**src/rtl/md5h_pkg.sv**
```systemverilog
// Shared types, constants and round tables of the MD5 stream hasher.
`timescale 1ns / 1ps

package md5h_pkg;

  typedef logic [31:0] word_t;

  localparam word_t IV_A = 32'h67452301;
  localparam word_t IV_B = 32'hEFCDAB89;
  localparam word_t IV_C = 32'h98BADCFE;
  localparam word_t IV_D = 32'h10325476;

  localparam logic [7:0] MARK_BYTE = 8'h80;

  // Working variables of one compression, carried as a group.
  typedef struct packed {
    word_t a;
    word_t b;
    word_t c;
    word_t d;
  } md5h_vars_t;

  function automatic word_t round_const(input logic [5:0] idx);
    word_t k;
    case (idx)
      6'd0:  k = 32'hd76aa478;  6'd1:  k = 32'he8c7b756;
      6'd2:  k = 32'h242070db;  6'd3:  k = 32'hc1bdceee;
      6'd4:  k = 32'hf57c0faf;  6'd5:  k = 32'h4787c62a;
      6'd6:  k = 32'ha8304613;  6'd7:  k = 32'hfd469501;
      6'd8:  k = 32'h698098d8;  6'd9:  k = 32'h8b44f7af;
      6'd10: k = 32'hffff5bb1;  6'd11: k = 32'h895cd7be;
      6'd12: k = 32'h6b901122;  6'd13: k = 32'hfd987193;
      6'd14: k = 32'ha679438e;  6'd15: k = 32'h49b40821;
      6'd16: k = 32'hf61e2562;  6'd17: k = 32'hc040b340;
      6'd18: k = 32'h265e5a51;  6'd19: k = 32'he9b6c7aa;
      6'd20: k = 32'hd62f105d;  6'd21: k = 32'h02441453;
      6'd22: k = 32'hd8a1e681;  6'd23: k = 32'he7d3fbc8;
      6'd24: k = 32'h21e1cde6;  6'd25: k = 32'hc33707d6;
      6'd26: k = 32'hf4d50d87;  6'd27: k = 32'h455a14ed;
      6'd28: k = 32'ha9e3e905;  6'd29: k = 32'hfcefa3f8;
      6'd30: k = 32'h676f02d9;  6'd31: k = 32'h8d2a4c8a;
      6'd32: k = 32'hfffa3942;  6'd33: k = 32'h8771f681;
      6'd34: k = 32'h6d9d6122;  6'd35: k = 32'hfde5380c;
      6'd36: k = 32'ha4beea44;  6'd37: k = 32'h4bdecfa9;
      6'd38: k = 32'hf6bb4b60;  6'd39: k = 32'hbebfbc70;
      6'd40: k = 32'h289b7ec6;  6'd41: k = 32'heaa127fa;
      6'd42: k = 32'hd4ef3085;  6'd43: k = 32'h04881d05;
      6'd44: k = 32'hd9d4d039;  6'd45: k = 32'he6db99e5;
      6'd46: k = 32'h1fa27cf8;  6'd47: k = 32'hc4ac5665;
      6'd48: k = 32'hf4292244;  6'd49: k = 32'h432aff97;
      6'd50: k = 32'hab9423a7;  6'd51: k = 32'hfc93a039;
      6'd52: k = 32'h655b59c3;  6'd53: k = 32'h8f0ccc92;
      6'd54: k = 32'hffeff47d;  6'd55: k = 32'h85845dd1;
      6'd56: k = 32'h6fa87e4f;  6'd57: k = 32'hfe2ce6e0;
      6'd58: k = 32'ha3014314;  6'd59: k = 32'h4e0811a1;
      6'd60: k = 32'hf7537e82;  6'd61: k = 32'hbd3af235;
      6'd62: k = 32'h2ad7d2bb;  default: k = 32'heb86d391;
    endcase
    return k;
  endfunction

  function automatic logic [4:0] rot_amount(input logic [5:0] idx);
    logic [4:0] s;
    case ({idx[5:4], idx[1:0]})
      4'd0:  s = 5'd7;   4'd1:  s = 5'd12;  4'd2:  s = 5'd17;  4'd3:  s = 5'd22;
      4'd4:  s = 5'd5;   4'd5:  s = 5'd9;   4'd6:  s = 5'd14;  4'd7:  s = 5'd20;
      4'd8:  s = 5'd4;   4'd9:  s = 5'd11;  4'd10: s = 5'd16;  4'd11: s = 5'd23;
      4'd12: s = 5'd6;   4'd13: s = 5'd10;  4'd14: s = 5'd15;  default: s = 5'd21;
    endcase
    return s;
  endfunction

  // Message word used by a round (the result is taken modulo 16).
  function automatic logic [3:0] msg_index(input logic [5:0] idx);
    logic [3:0] g;
    case (idx[5:4])
      2'd0:    g = idx[3:0];
      2'd1:    g = 4'(idx[3:0] * 4'd5 + 4'd1);
      2'd2:    g = 4'(idx[3:0] * 4'd3 + 4'd5);
      default: g = 4'(idx[3:0] * 4'd7);
    endcase
    return g;
  endfunction

endpackage

```
**src/rtl/md5h_if.sv**
```systemverilog
// Valid/ready channel interfaces for message bytes and digest parts.
`timescale 1ns / 1ps

interface md5h_in_if;
  logic       valid;
  logic       ready;
  logic [7:0] data_byte;
  logic       has_byte;
  logic       finish;

  modport source (output valid, data_byte, has_byte, finish, input ready);
  modport sink   (input valid, data_byte, has_byte, finish, output ready);
endinterface

interface md5h_out_if;
  logic        valid;
  logic        ready;
  logic [63:0] digest_part;
  logic        last_part;

  modport source (output valid, digest_part, last_part, input ready);
  modport sink   (input valid, digest_part, last_part, output ready);
endinterface

```
**src/rtl/md5h_round.sv**
```systemverilog
// One MD5 round step: mixing function, four-way add, rotate, add.
`timescale 1ns / 1ps

module md5h_round import md5h_pkg::*; (
  input  md5h_vars_t  vars,
  input  word_t       msg_word,
  input  logic [5:0]  idx,
  output md5h_vars_t  vars_next
);

  word_t      f;
  word_t      sum;
  word_t      rot;
  logic [4:0] s;

  always_comb begin
    case (idx[5:4])
      2'd0:    f = vars.d ^ (vars.b & (vars.c ^ vars.d));
      2'd1:    f = vars.c ^ (vars.d & (vars.b ^ vars.c));
      2'd2:    f = vars.b ^ vars.c ^ vars.d;
      default: f = vars.c ^ (vars.b | ~vars.d);
    endcase
  end

  assign s   = rot_amount(idx);
  assign sum = vars.a + f + msg_word + round_const(idx);
  // s is never zero, so the right shift stays below 32
  assign rot = (sum << s) | (sum >> (6'd32 - {1'b0, s}));

  assign vars_next.a = vars.d;
  assign vars_next.d = vars.c;
  assign vars_next.c = vars.b;
  assign vars_next.b = vars.b + rot;

endmodule

```
**src/rtl/md5_stream_hasher_unit.sv**
```systemverilog
// Top level of the MD5 stream hasher: byte buffer, padding and round sequencer.
`timescale 1ns / 1ps
//
//  channel  | dir | payload                          | transfer when
//  ---------+-----+----------------------------------+----------------------
//  in_ch    | in  | data_byte[7:0], has_byte, finish | valid && ready
//  out_ch   | out | digest_part[63:0], last_part     | valid && ready
//
//  A byte that does not fill the block and carries no finish is written
//  while the sequencer stays idle. The 64th byte of a block starts a
//  compression: a write, a read-ahead of the first message word, 64 rounds
//  on the single shared round unit (one per cycle) and a chain add.
//  A finish pads one byte per cycle up to the end of the block, compresses,
//  does so once more when the length no longer fits, then moves the digest
//  into the output register. in_ch.ready is high only while the sequencer
//  is idle. Bytes of the next message are taken while the two digest parts
//  still wait; the next finish holds in its last step until the output
//  register is free. Reset is synchronous; the block buffer memory is not
//  cleared, since every entry is written before a compression reads it.

module md5_stream_hasher_unit import md5h_pkg::*; (
  input logic             clk,
  input logic             rst,
  md5h_in_if.sink         in_ch,
  md5h_out_if.source      out_ch
);

  localparam logic [2:0] S_IDLE  = 3'd0;
  localparam logic [2:0] S_PREP  = 3'd1;  // read-ahead of the first message word
  localparam logic [2:0] S_ROUND = 3'd2;
  localparam logic [2:0] S_ADD   = 3'd3;  // fold working vars into the chain
  localparam logic [2:0] S_PAD   = 3'd4;  // write marker, zeros and length
  localparam logic [2:0] S_FINAL = 3'd5;  // hand the digest to the output

  logic [2:0]  state;
  md5h_vars_t  chain;
  md5h_vars_t  vars;
  md5h_vars_t  vars_next;
  logic [63:0] bit_count;
  logic [5:0]  round_idx;
  logic [5:0]  pad_pos;
  logic        pad_active;
  logic        pad_marked;
  logic        pad_extra;    // current pad block is not the last one
  logic        fin_pending;  // finish seen with the block-filling byte

  // block buffer: 16 words, byte lanes little endian
  logic [31:0] mem [16];
  logic [31:0] rd_data;
  logic [3:0]  rd_addr;
  logic        wr_en;
  logic [5:0]  wr_pos;
  logic [7:0]  wr_byte;

  logic [63:0] out_data;
  logic [63:0] hold_data;
  logic        out_valid;
  logic        out_last;

  logic        in_xfer;
  logic        out_xfer;
  logic [5:0]  byte_pos;
  logic [5:0]  pad_start_pos;
  logic [7:0]  pad_byte;
  logic [7:0]  len_byte;

  assign in_xfer  = in_ch.valid && in_ch.ready;
  assign out_xfer = out_valid && out_ch.ready;
  assign byte_pos = bit_count[8:3];

  assign in_ch.ready        = (state == S_IDLE);
  assign out_ch.valid       = out_valid;
  assign out_ch.digest_part = out_data;
  assign out_ch.last_part   = out_last;

  // first pad position: after this transfer's byte, if it carried one
  assign pad_start_pos = (state == S_IDLE && in_ch.has_byte) ? byte_pos + 6'd1 : byte_pos;

  assign len_byte = bit_count[{pad_pos[2:0], 3'b000} +: 8];

  always_comb begin
    if (!pad_marked) begin
      pad_byte = MARK_BYTE;
    end else if (!pad_extra && pad_pos[5:3] == 3'b111) begin
      pad_byte = len_byte;
    end else begin
      pad_byte = 8'h00;
    end
  end

  always_comb begin
    wr_en   = 1'b0;
    wr_pos  = byte_pos;
    wr_byte = in_ch.data_byte;
    rd_addr = msg_index(6'd0);
    unique case (state)
      S_IDLE: begin
        wr_en = in_xfer && in_ch.has_byte;
      end
      S_PAD: begin
        wr_en   = 1'b1;
        wr_pos  = pad_pos;
        wr_byte = pad_byte;
      end
      S_ROUND: begin
        rd_addr = msg_index(round_idx + 6'd1);
      end
      S_PREP, S_ADD, S_FINAL: begin
      end
      default: begin
      end
    endcase
  end

  always_ff @(posedge clk) begin
    if (wr_en) begin
      mem[wr_pos[5:2]][{wr_pos[1:0], 3'b000} +: 8] <= wr_byte;
    end
    rd_data <= mem[rd_addr];
  end

  md5h_round u_round (
    .vars      (vars),
    .msg_word  (rd_data),
    .idx       (round_idx),
    .vars_next (vars_next)
  );

  // working variables and output payload
  always_ff @(posedge clk) begin
    if (state == S_PREP) begin
      vars <= chain;
    end else if (state == S_ROUND) begin
      vars <= vars_next;
    end
    if (state == S_FINAL && !out_valid) begin
      out_data  <= {chain.b, chain.a};
      hold_data <= {chain.d, chain.c};
    end else if (out_xfer && !out_last) begin
      out_data <= hold_data;
    end
  end

  // sequencer and control state
  always_ff @(posedge clk) begin
    if (rst) begin
      state       <= S_IDLE;
      chain       <= '{a: IV_A, b: IV_B, c: IV_C, d: IV_D};
      bit_count   <= '0;
      round_idx   <= '0;
      pad_pos     <= '0;
      pad_active  <= 1'b0;
      pad_marked  <= 1'b0;
      pad_extra   <= 1'b0;
      fin_pending <= 1'b0;
      out_valid   <= 1'b0;
      out_last    <= 1'b0;
    end else begin
      if (out_xfer) begin
        if (out_last) begin
          out_valid <= 1'b0;
          out_last  <= 1'b0;
        end else begin
          out_last <= 1'b1;
        end
      end

      unique case (state)
        S_IDLE: begin
          if (in_xfer) begin
            if (in_ch.has_byte) begin
              bit_count <= bit_count + 64'd8;
            end
            if (in_ch.has_byte && byte_pos == 6'd63) begin
              fin_pending <= in_ch.finish;
              state       <= S_PREP;
            end else if (in_ch.finish) begin
              pad_active <= 1'b1;
              pad_marked <= 1'b0;
              pad_pos    <= pad_start_pos;
              pad_extra  <= (pad_start_pos[5:3] == 3'b111);
              state      <= S_PAD;
            end
          end
        end
        S_PREP: begin
          round_idx <= '0;
          state     <= S_ROUND;
        end
        S_ROUND: begin
          round_idx <= round_idx + 6'd1;
          if (round_idx == 6'd63) begin
            state <= S_ADD;
          end
        end
        S_ADD: begin
          chain.a <= chain.a + vars.a;
          chain.b <= chain.b + vars.b;
          chain.c <= chain.c + vars.c;
          chain.d <= chain.d + vars.d;
          if (pad_active && pad_extra) begin
            // length goes into one more block of zeros
            pad_extra <= 1'b0;
            pad_pos   <= '0;
            state     <= S_PAD;
          end else if (pad_active) begin
            state <= S_FINAL;
          end else if (fin_pending) begin
            fin_pending <= 1'b0;
            pad_active  <= 1'b1;
            pad_marked  <= 1'b0;
            pad_pos     <= pad_start_pos;
            pad_extra   <= (pad_start_pos[5:3] == 3'b111);
            state       <= S_PAD;
          end else begin
            state <= S_IDLE;
          end
        end
        S_PAD: begin
          pad_marked <= 1'b1;
          pad_pos    <= pad_pos + 6'd1;
          if (pad_pos == 6'd63) begin
            state <= S_PREP;
          end
        end
        S_FINAL: begin
          if (!out_valid) begin
            out_valid  <= 1'b1;
            out_last   <= 1'b0;
            chain      <= '{a: IV_A, b: IV_B, c: IV_C, d: IV_D};
            bit_count  <= '0;
            pad_active <= 1'b0;
            state      <= S_IDLE;
          end
        end
        default: begin
          state <= S_IDLE;
        end
      endcase
    end
  end

endmodule

```
**src/flat_wrapper.sv**
```systemverilog
// flat-port wrapper written by rule: the top's interface ports become plain ports
module md5_stream_hasher_unit_flat import md5h_pkg::*;
  (clk, rst, in_ch_valid, in_ch_data_byte, in_ch_has_byte, in_ch_finish, in_ch_ready, out_ch_valid, out_ch_digest_part, out_ch_last_part, out_ch_ready);
  md5h_in_if in_ch_i ();
  md5h_out_if out_ch_i ();
  input logic clk;
  input logic rst;
  input wire logic [$bits(in_ch_i.valid)-1:0] in_ch_valid;
  input wire logic [$bits(in_ch_i.data_byte)-1:0] in_ch_data_byte;
  input wire logic [$bits(in_ch_i.has_byte)-1:0] in_ch_has_byte;
  input wire logic [$bits(in_ch_i.finish)-1:0] in_ch_finish;
  output wire logic [$bits(in_ch_i.ready)-1:0] in_ch_ready;
  output wire logic [$bits(out_ch_i.valid)-1:0] out_ch_valid;
  output wire logic [$bits(out_ch_i.digest_part)-1:0] out_ch_digest_part;
  output wire logic [$bits(out_ch_i.last_part)-1:0] out_ch_last_part;
  input wire logic [$bits(out_ch_i.ready)-1:0] out_ch_ready;
  assign in_ch_i.valid = in_ch_valid;
  assign in_ch_i.data_byte = in_ch_data_byte;
  assign in_ch_i.has_byte = in_ch_has_byte;
  assign in_ch_i.finish = in_ch_finish;
  assign in_ch_ready = in_ch_i.ready;
  assign out_ch_valid = out_ch_i.valid;
  assign out_ch_digest_part = out_ch_i.digest_part;
  assign out_ch_last_part = out_ch_i.last_part;
  assign out_ch_i.ready = out_ch_ready;
  md5_stream_hasher_unit u_core (.clk(clk), .rst(rst), .in_ch(in_ch_i), .out_ch(out_ch_i));
endmodule
```
**config.mk**
```make
export PLATFORM = sky130hd
export DESIGN_NAME = md5_stream_hasher_unit_flat
export DESIGN_NICKNAME = d
export VERILOG_FILES = /design/src/rtl/md5h_pkg.sv /design/src/rtl/md5h_if.sv /design/src/rtl/md5h_round.sv /design/src/rtl/md5_stream_hasher_unit.sv /design/src/flat_wrapper.sv
export SDC_FILE = /design/constraint.sdc
export NUM_CORES = 2
export LEC_CHECK = 0
export BUFFER_PORTS_ARGS = -buffer_cell sky130_fd_sc_hd__buf_2
export CORE_MARGIN = 5
export CORE_UTILIZATION = 40
export CTS_BUF_LIST = sky130_fd_sc_hd__clkbuf_4 sky130_fd_sc_hd__clkbuf_8
export DETAILED_ROUTE_END_ITERATION = 10
export PLACE_DENSITY = 0.66
export SLEW_MARGIN = 15
export SYNTH_ARGS = -nofsm -noshare
export SYNTH_HDL_FRONTEND = slang
export SYNTH_SLANG_ARGS = --single-unit
```
**constraint.sdc**
```tcl
create_clock -name clk -period 9.4 [get_ports clk]
set_clock_uncertainty 0.05 [all_clocks]
set_input_delay 0.47 -clock clk [delete_from_list [all_inputs] [get_ports clk]]
set_output_delay 0.47 -clock clk [all_outputs]
set_load 0.02 [all_outputs]
```
==> results.toml <==
[yosys]
async_flop_share_pct = 0
synthFlopType = "edfxtp_1"
synth_area_leaders = "edfxtp_1 (38%), dfxtp_1 (9.2%), nand2_1 (4.8%)"
yosys_register_bits = 1047
synthCells = 6168
syn_avg_cell_area_um2 = 9.84
syn_nets = 6468
yosys.area.top_type = "edfxtp_1"
synth.distinct_cells = 99
syn_area_um2 = 60700
yosysSeqAreaShare_pct = 47.2
synth.most_common_cell = "nand2_1"
synth-edff-count = 768
netlist_top_cells_count = "nand2_1 (780), edfxtp_1 (768), nor2_1 (518)"
yosysWarnings = 0
yosysTopAreaCellShare_pct = 38.0

[cts]
worstSkewPairLatency_ps = 920
ctsHtreeMaxLevel = 4
cts_sinks = 1047
ctsRootBufferMaster = "clkbuf_8"
cts_tree = "built"
clk_pin_slew_ps = 70
cts_buffers = 168
clk_path_buf_depth = 3

[layout]
fill_cells = 14300
drive_gt1_share_pct = 12.7
synthToLayoutAreaGrowth_pct = 10.9
nets = 6516
fin_cells = 8390

[critical_path]
cp_num_buf_inv = 4
r2r_cells = 35
rr_endpoint = "u_core.vars[92]"
timing.rr.start = "u_core.round_idx[5]"
cpPeakStageDelay_ps = 550
critPathCaptureType = "flop"
crit_path_max_fanout = 12
reg2reg_slack_ps = 250
path_class = "flop to flop"
required_ps = 9970
cp-start-kind = "flop"
cp.arrival_ps = 9720
slowest_stage = "mux4_1"
cp_top_family = "compound AO/OA/AOI/OAI gates"
setup.worst_path.start = "u_core.round_idx[5]"

[grt]
grt_pass1_wl_um = 293000
grt_max_degree = 201
grt_usage_pct = 23.8
grt_pass1_vias = 47200
antenna_found_initial = 10
overflow = 0

[floorplan]
ios = 81
design.core.area_um2 = 151000
dieHeight_um = 399
initial_core_util_pct = 40.1
die_area_um2 = 160000
num_rows = 143
dieWidth_um = 399

[timing]
timing.hold.ws_ps = 375
tightest_slew_ps = 1140
setup_violations = 0
min_period_ps = 9150
maxSlewViolCount = 0
maxSlewHeadroom_pct = 23.3
rsz0062_at_grt = "false"
hold_violations = 0
max_freq_mhz = 109
fin_crit_sh_pct = 97.3

[detailed_routing]
drc = 0
first_pass_iters = 6
vias = 49900
drt_iter0_drc = 5592
wl_per_cell_um = 23.3
ant_nets = 0
vias_per_cell = 5.94
totalWireLength_um = 196000

[placement]
place_hpwl_um = 136000
portBuffers = 80
gp_congestion = 1.00
dp_cells = 8065

[hold_path]
hp-class = "input pin to flop"
hold_start = "out_ch_ready"
holdPathEnd = "u_core.out_ch.valid"
holdPathStages = 5

[power_and_ir_drop]
p_leak_uw = 0.0241
ir_drop_mv = 0.355
powerDensity_nw_per_um2 = 360

[flow_run]
maxCapViolations = 0

[outcome]
status = "finished, final reports clean"
kinds of logic (layout without fill, tap and decap cells):
kind of cell / count (synthesis) / in the layout / share of synthesized area (%)
DFF: 1047 / 1047 / 47.2
buffers and inverters: 615 / 802 / 4.12
other: 0 / 5 / 0
AOI/OAI and AO/OA: 1791 / 1791 / 18.7
adders and majority gates: 288 / 288 / 6.76
and+or+nand+nor: 1899 / 1899 / 14.0
muxes: 261 / 261 / 5.31
xor gates and xnor gates: 267 / 267 / 3.88
metal layers:
layer | global-route usage [%] | vias up | wire length (µm)
met4 | 9.42 | 2 | 7560
li1 | - | 22800 | -
met1 | 32.8 | 24200 | 82200
met3 | 4.60 | 446 | 18000
met2 | 37.0 | 2464 | 87800
met5 | 0 | - | 13
sequential cells by signal, summed over array words and instances, names as in the netlist, named ones only:
| signal | cells |
|---|---|
| u_core.hold_data | 64 |
| u_core.state | 3 |
| u_core.out_ch.valid | 1 |
| u_core.pad_active | 1 |
| u_core.out_ch.last_part | 1 |
| u_core.pad_extra | 1 |
| u_core.vars | 128 |
| u_core.pad_pos | 6 |
| u_core.bit_count | 61 |
| u_core.round_idx | 6 |
| u_core.rd_data | 32 |
| u_core.out_ch.digest_part | 64 |
| u_core.u_round.s | 5 |
| u_core.fin_pending | 1 |
| u_core.pad_marked | 1 |
| u_core.mem | 512 |
| u_core.chain | 128 |
layout make-up:
type                    instances  area [µm²]  area share, %
diodes                          5        12.5         0.0186
multi-input cells            4506       29800           44.3
well taps                    2030        2540           3.77
flip-flops and latches       1047       28700           42.6
repair buffers                249        1760           2.62
inverters                     244         926           1.38
clock inverters                68         636          0.944
clock buffers                 241        2950           4.39
cells in the final DEF (no fill, tap or decap), types with 23 or more instances in the layout:
master / count
or2_2: 41
o21a_1: 36
o31ai_1: 23
mux4_2: 33
or3_1: 26
nand4_1: 36
nand2_1: 777
buf_4: 157
clkbuf_4: 59
mux2_2: 120
xnor2_1: 171
and2_1: 153
buf_2: 79
a31oi_1: 134
nand3_1: 112
nand2b_1: 29
a22oi_1: 43
ha_1: 219
o221ai_1: 26
o211ai_1: 54
a21oi_1: 442
nor2b_1: 33
and3_1: 32
nor2_1: 508
clkbuf_8: 183
o21bai_1: 24
fa_1: 67
clkinv_1: 31
xor2_1: 90
o21ai_0: 399
nor3_1: 78
o22ai_1: 47
a211oi_1: 298
mux2i_1: 104
edfxtp_1: 768
a21o_1: 83
inv_1: 235
dfxtp_1: 275
stage by stage:
| step | setup TNS [ps] | total power [µW] | area [µm²] | utilization (%) | worst slack, ps |
|---|---|---|---|---|---|
| after floorplan | 0 | 15300 | 60700 | - | 256 |
| after global placement | -1230 | 19400 | 63400 | 41.9 | -289 |
| after detailed placement | -2930 | 19600 | 63400 | 41.9 | -432 |
| after CTS | 0 | 23900 | 67000 | 44.3 | 23.7 |
| after global routing | 0 | 25700 | 67300 | 44.5 | 5.26 |
| final | 0 | 24200 | 67300 | 44.5 | 249 |
where the power goes:
group	total [µW]	switching (µW)	internal, µW
registers	5940	342	5590
logic	14100	8330	5760
clock network	4220	1950	2280
total	24200	10600	13600
worst max path at each step:
stage	cells after the start	endpoint	slack (ps)
global route	35	u_core.vars[92]	5
floorplan	38	u_core.vars[92]	260
finish	35	u_core.vars[92]	250
global placement	35	u_core.vars[92]	-290
CTS	38	u_core.vars[92]	20
detailed placement	37	u_core.vars[95]	-430
worst reg2reg max path, delay by kind of cell, from the launching register on:
kind            cells  cell delay [ps]
compound gates     19             4230
fa+ha+maj           5             2030
mux                 2              730
simple gates        4              620
flops               1              520
buf+inv             4              520
xor+xnor            1              150
timing repair:
action	4_1_cts	5_1_grt
pin swaps	0	2
setup buffers	0	4
gates resized for setup	4	36
cloned	0	1
hold buffers	6	0
setup endpoints to repair	12	14
hold endpoints to repair	17	0
(Power assumes the default switching activity.)
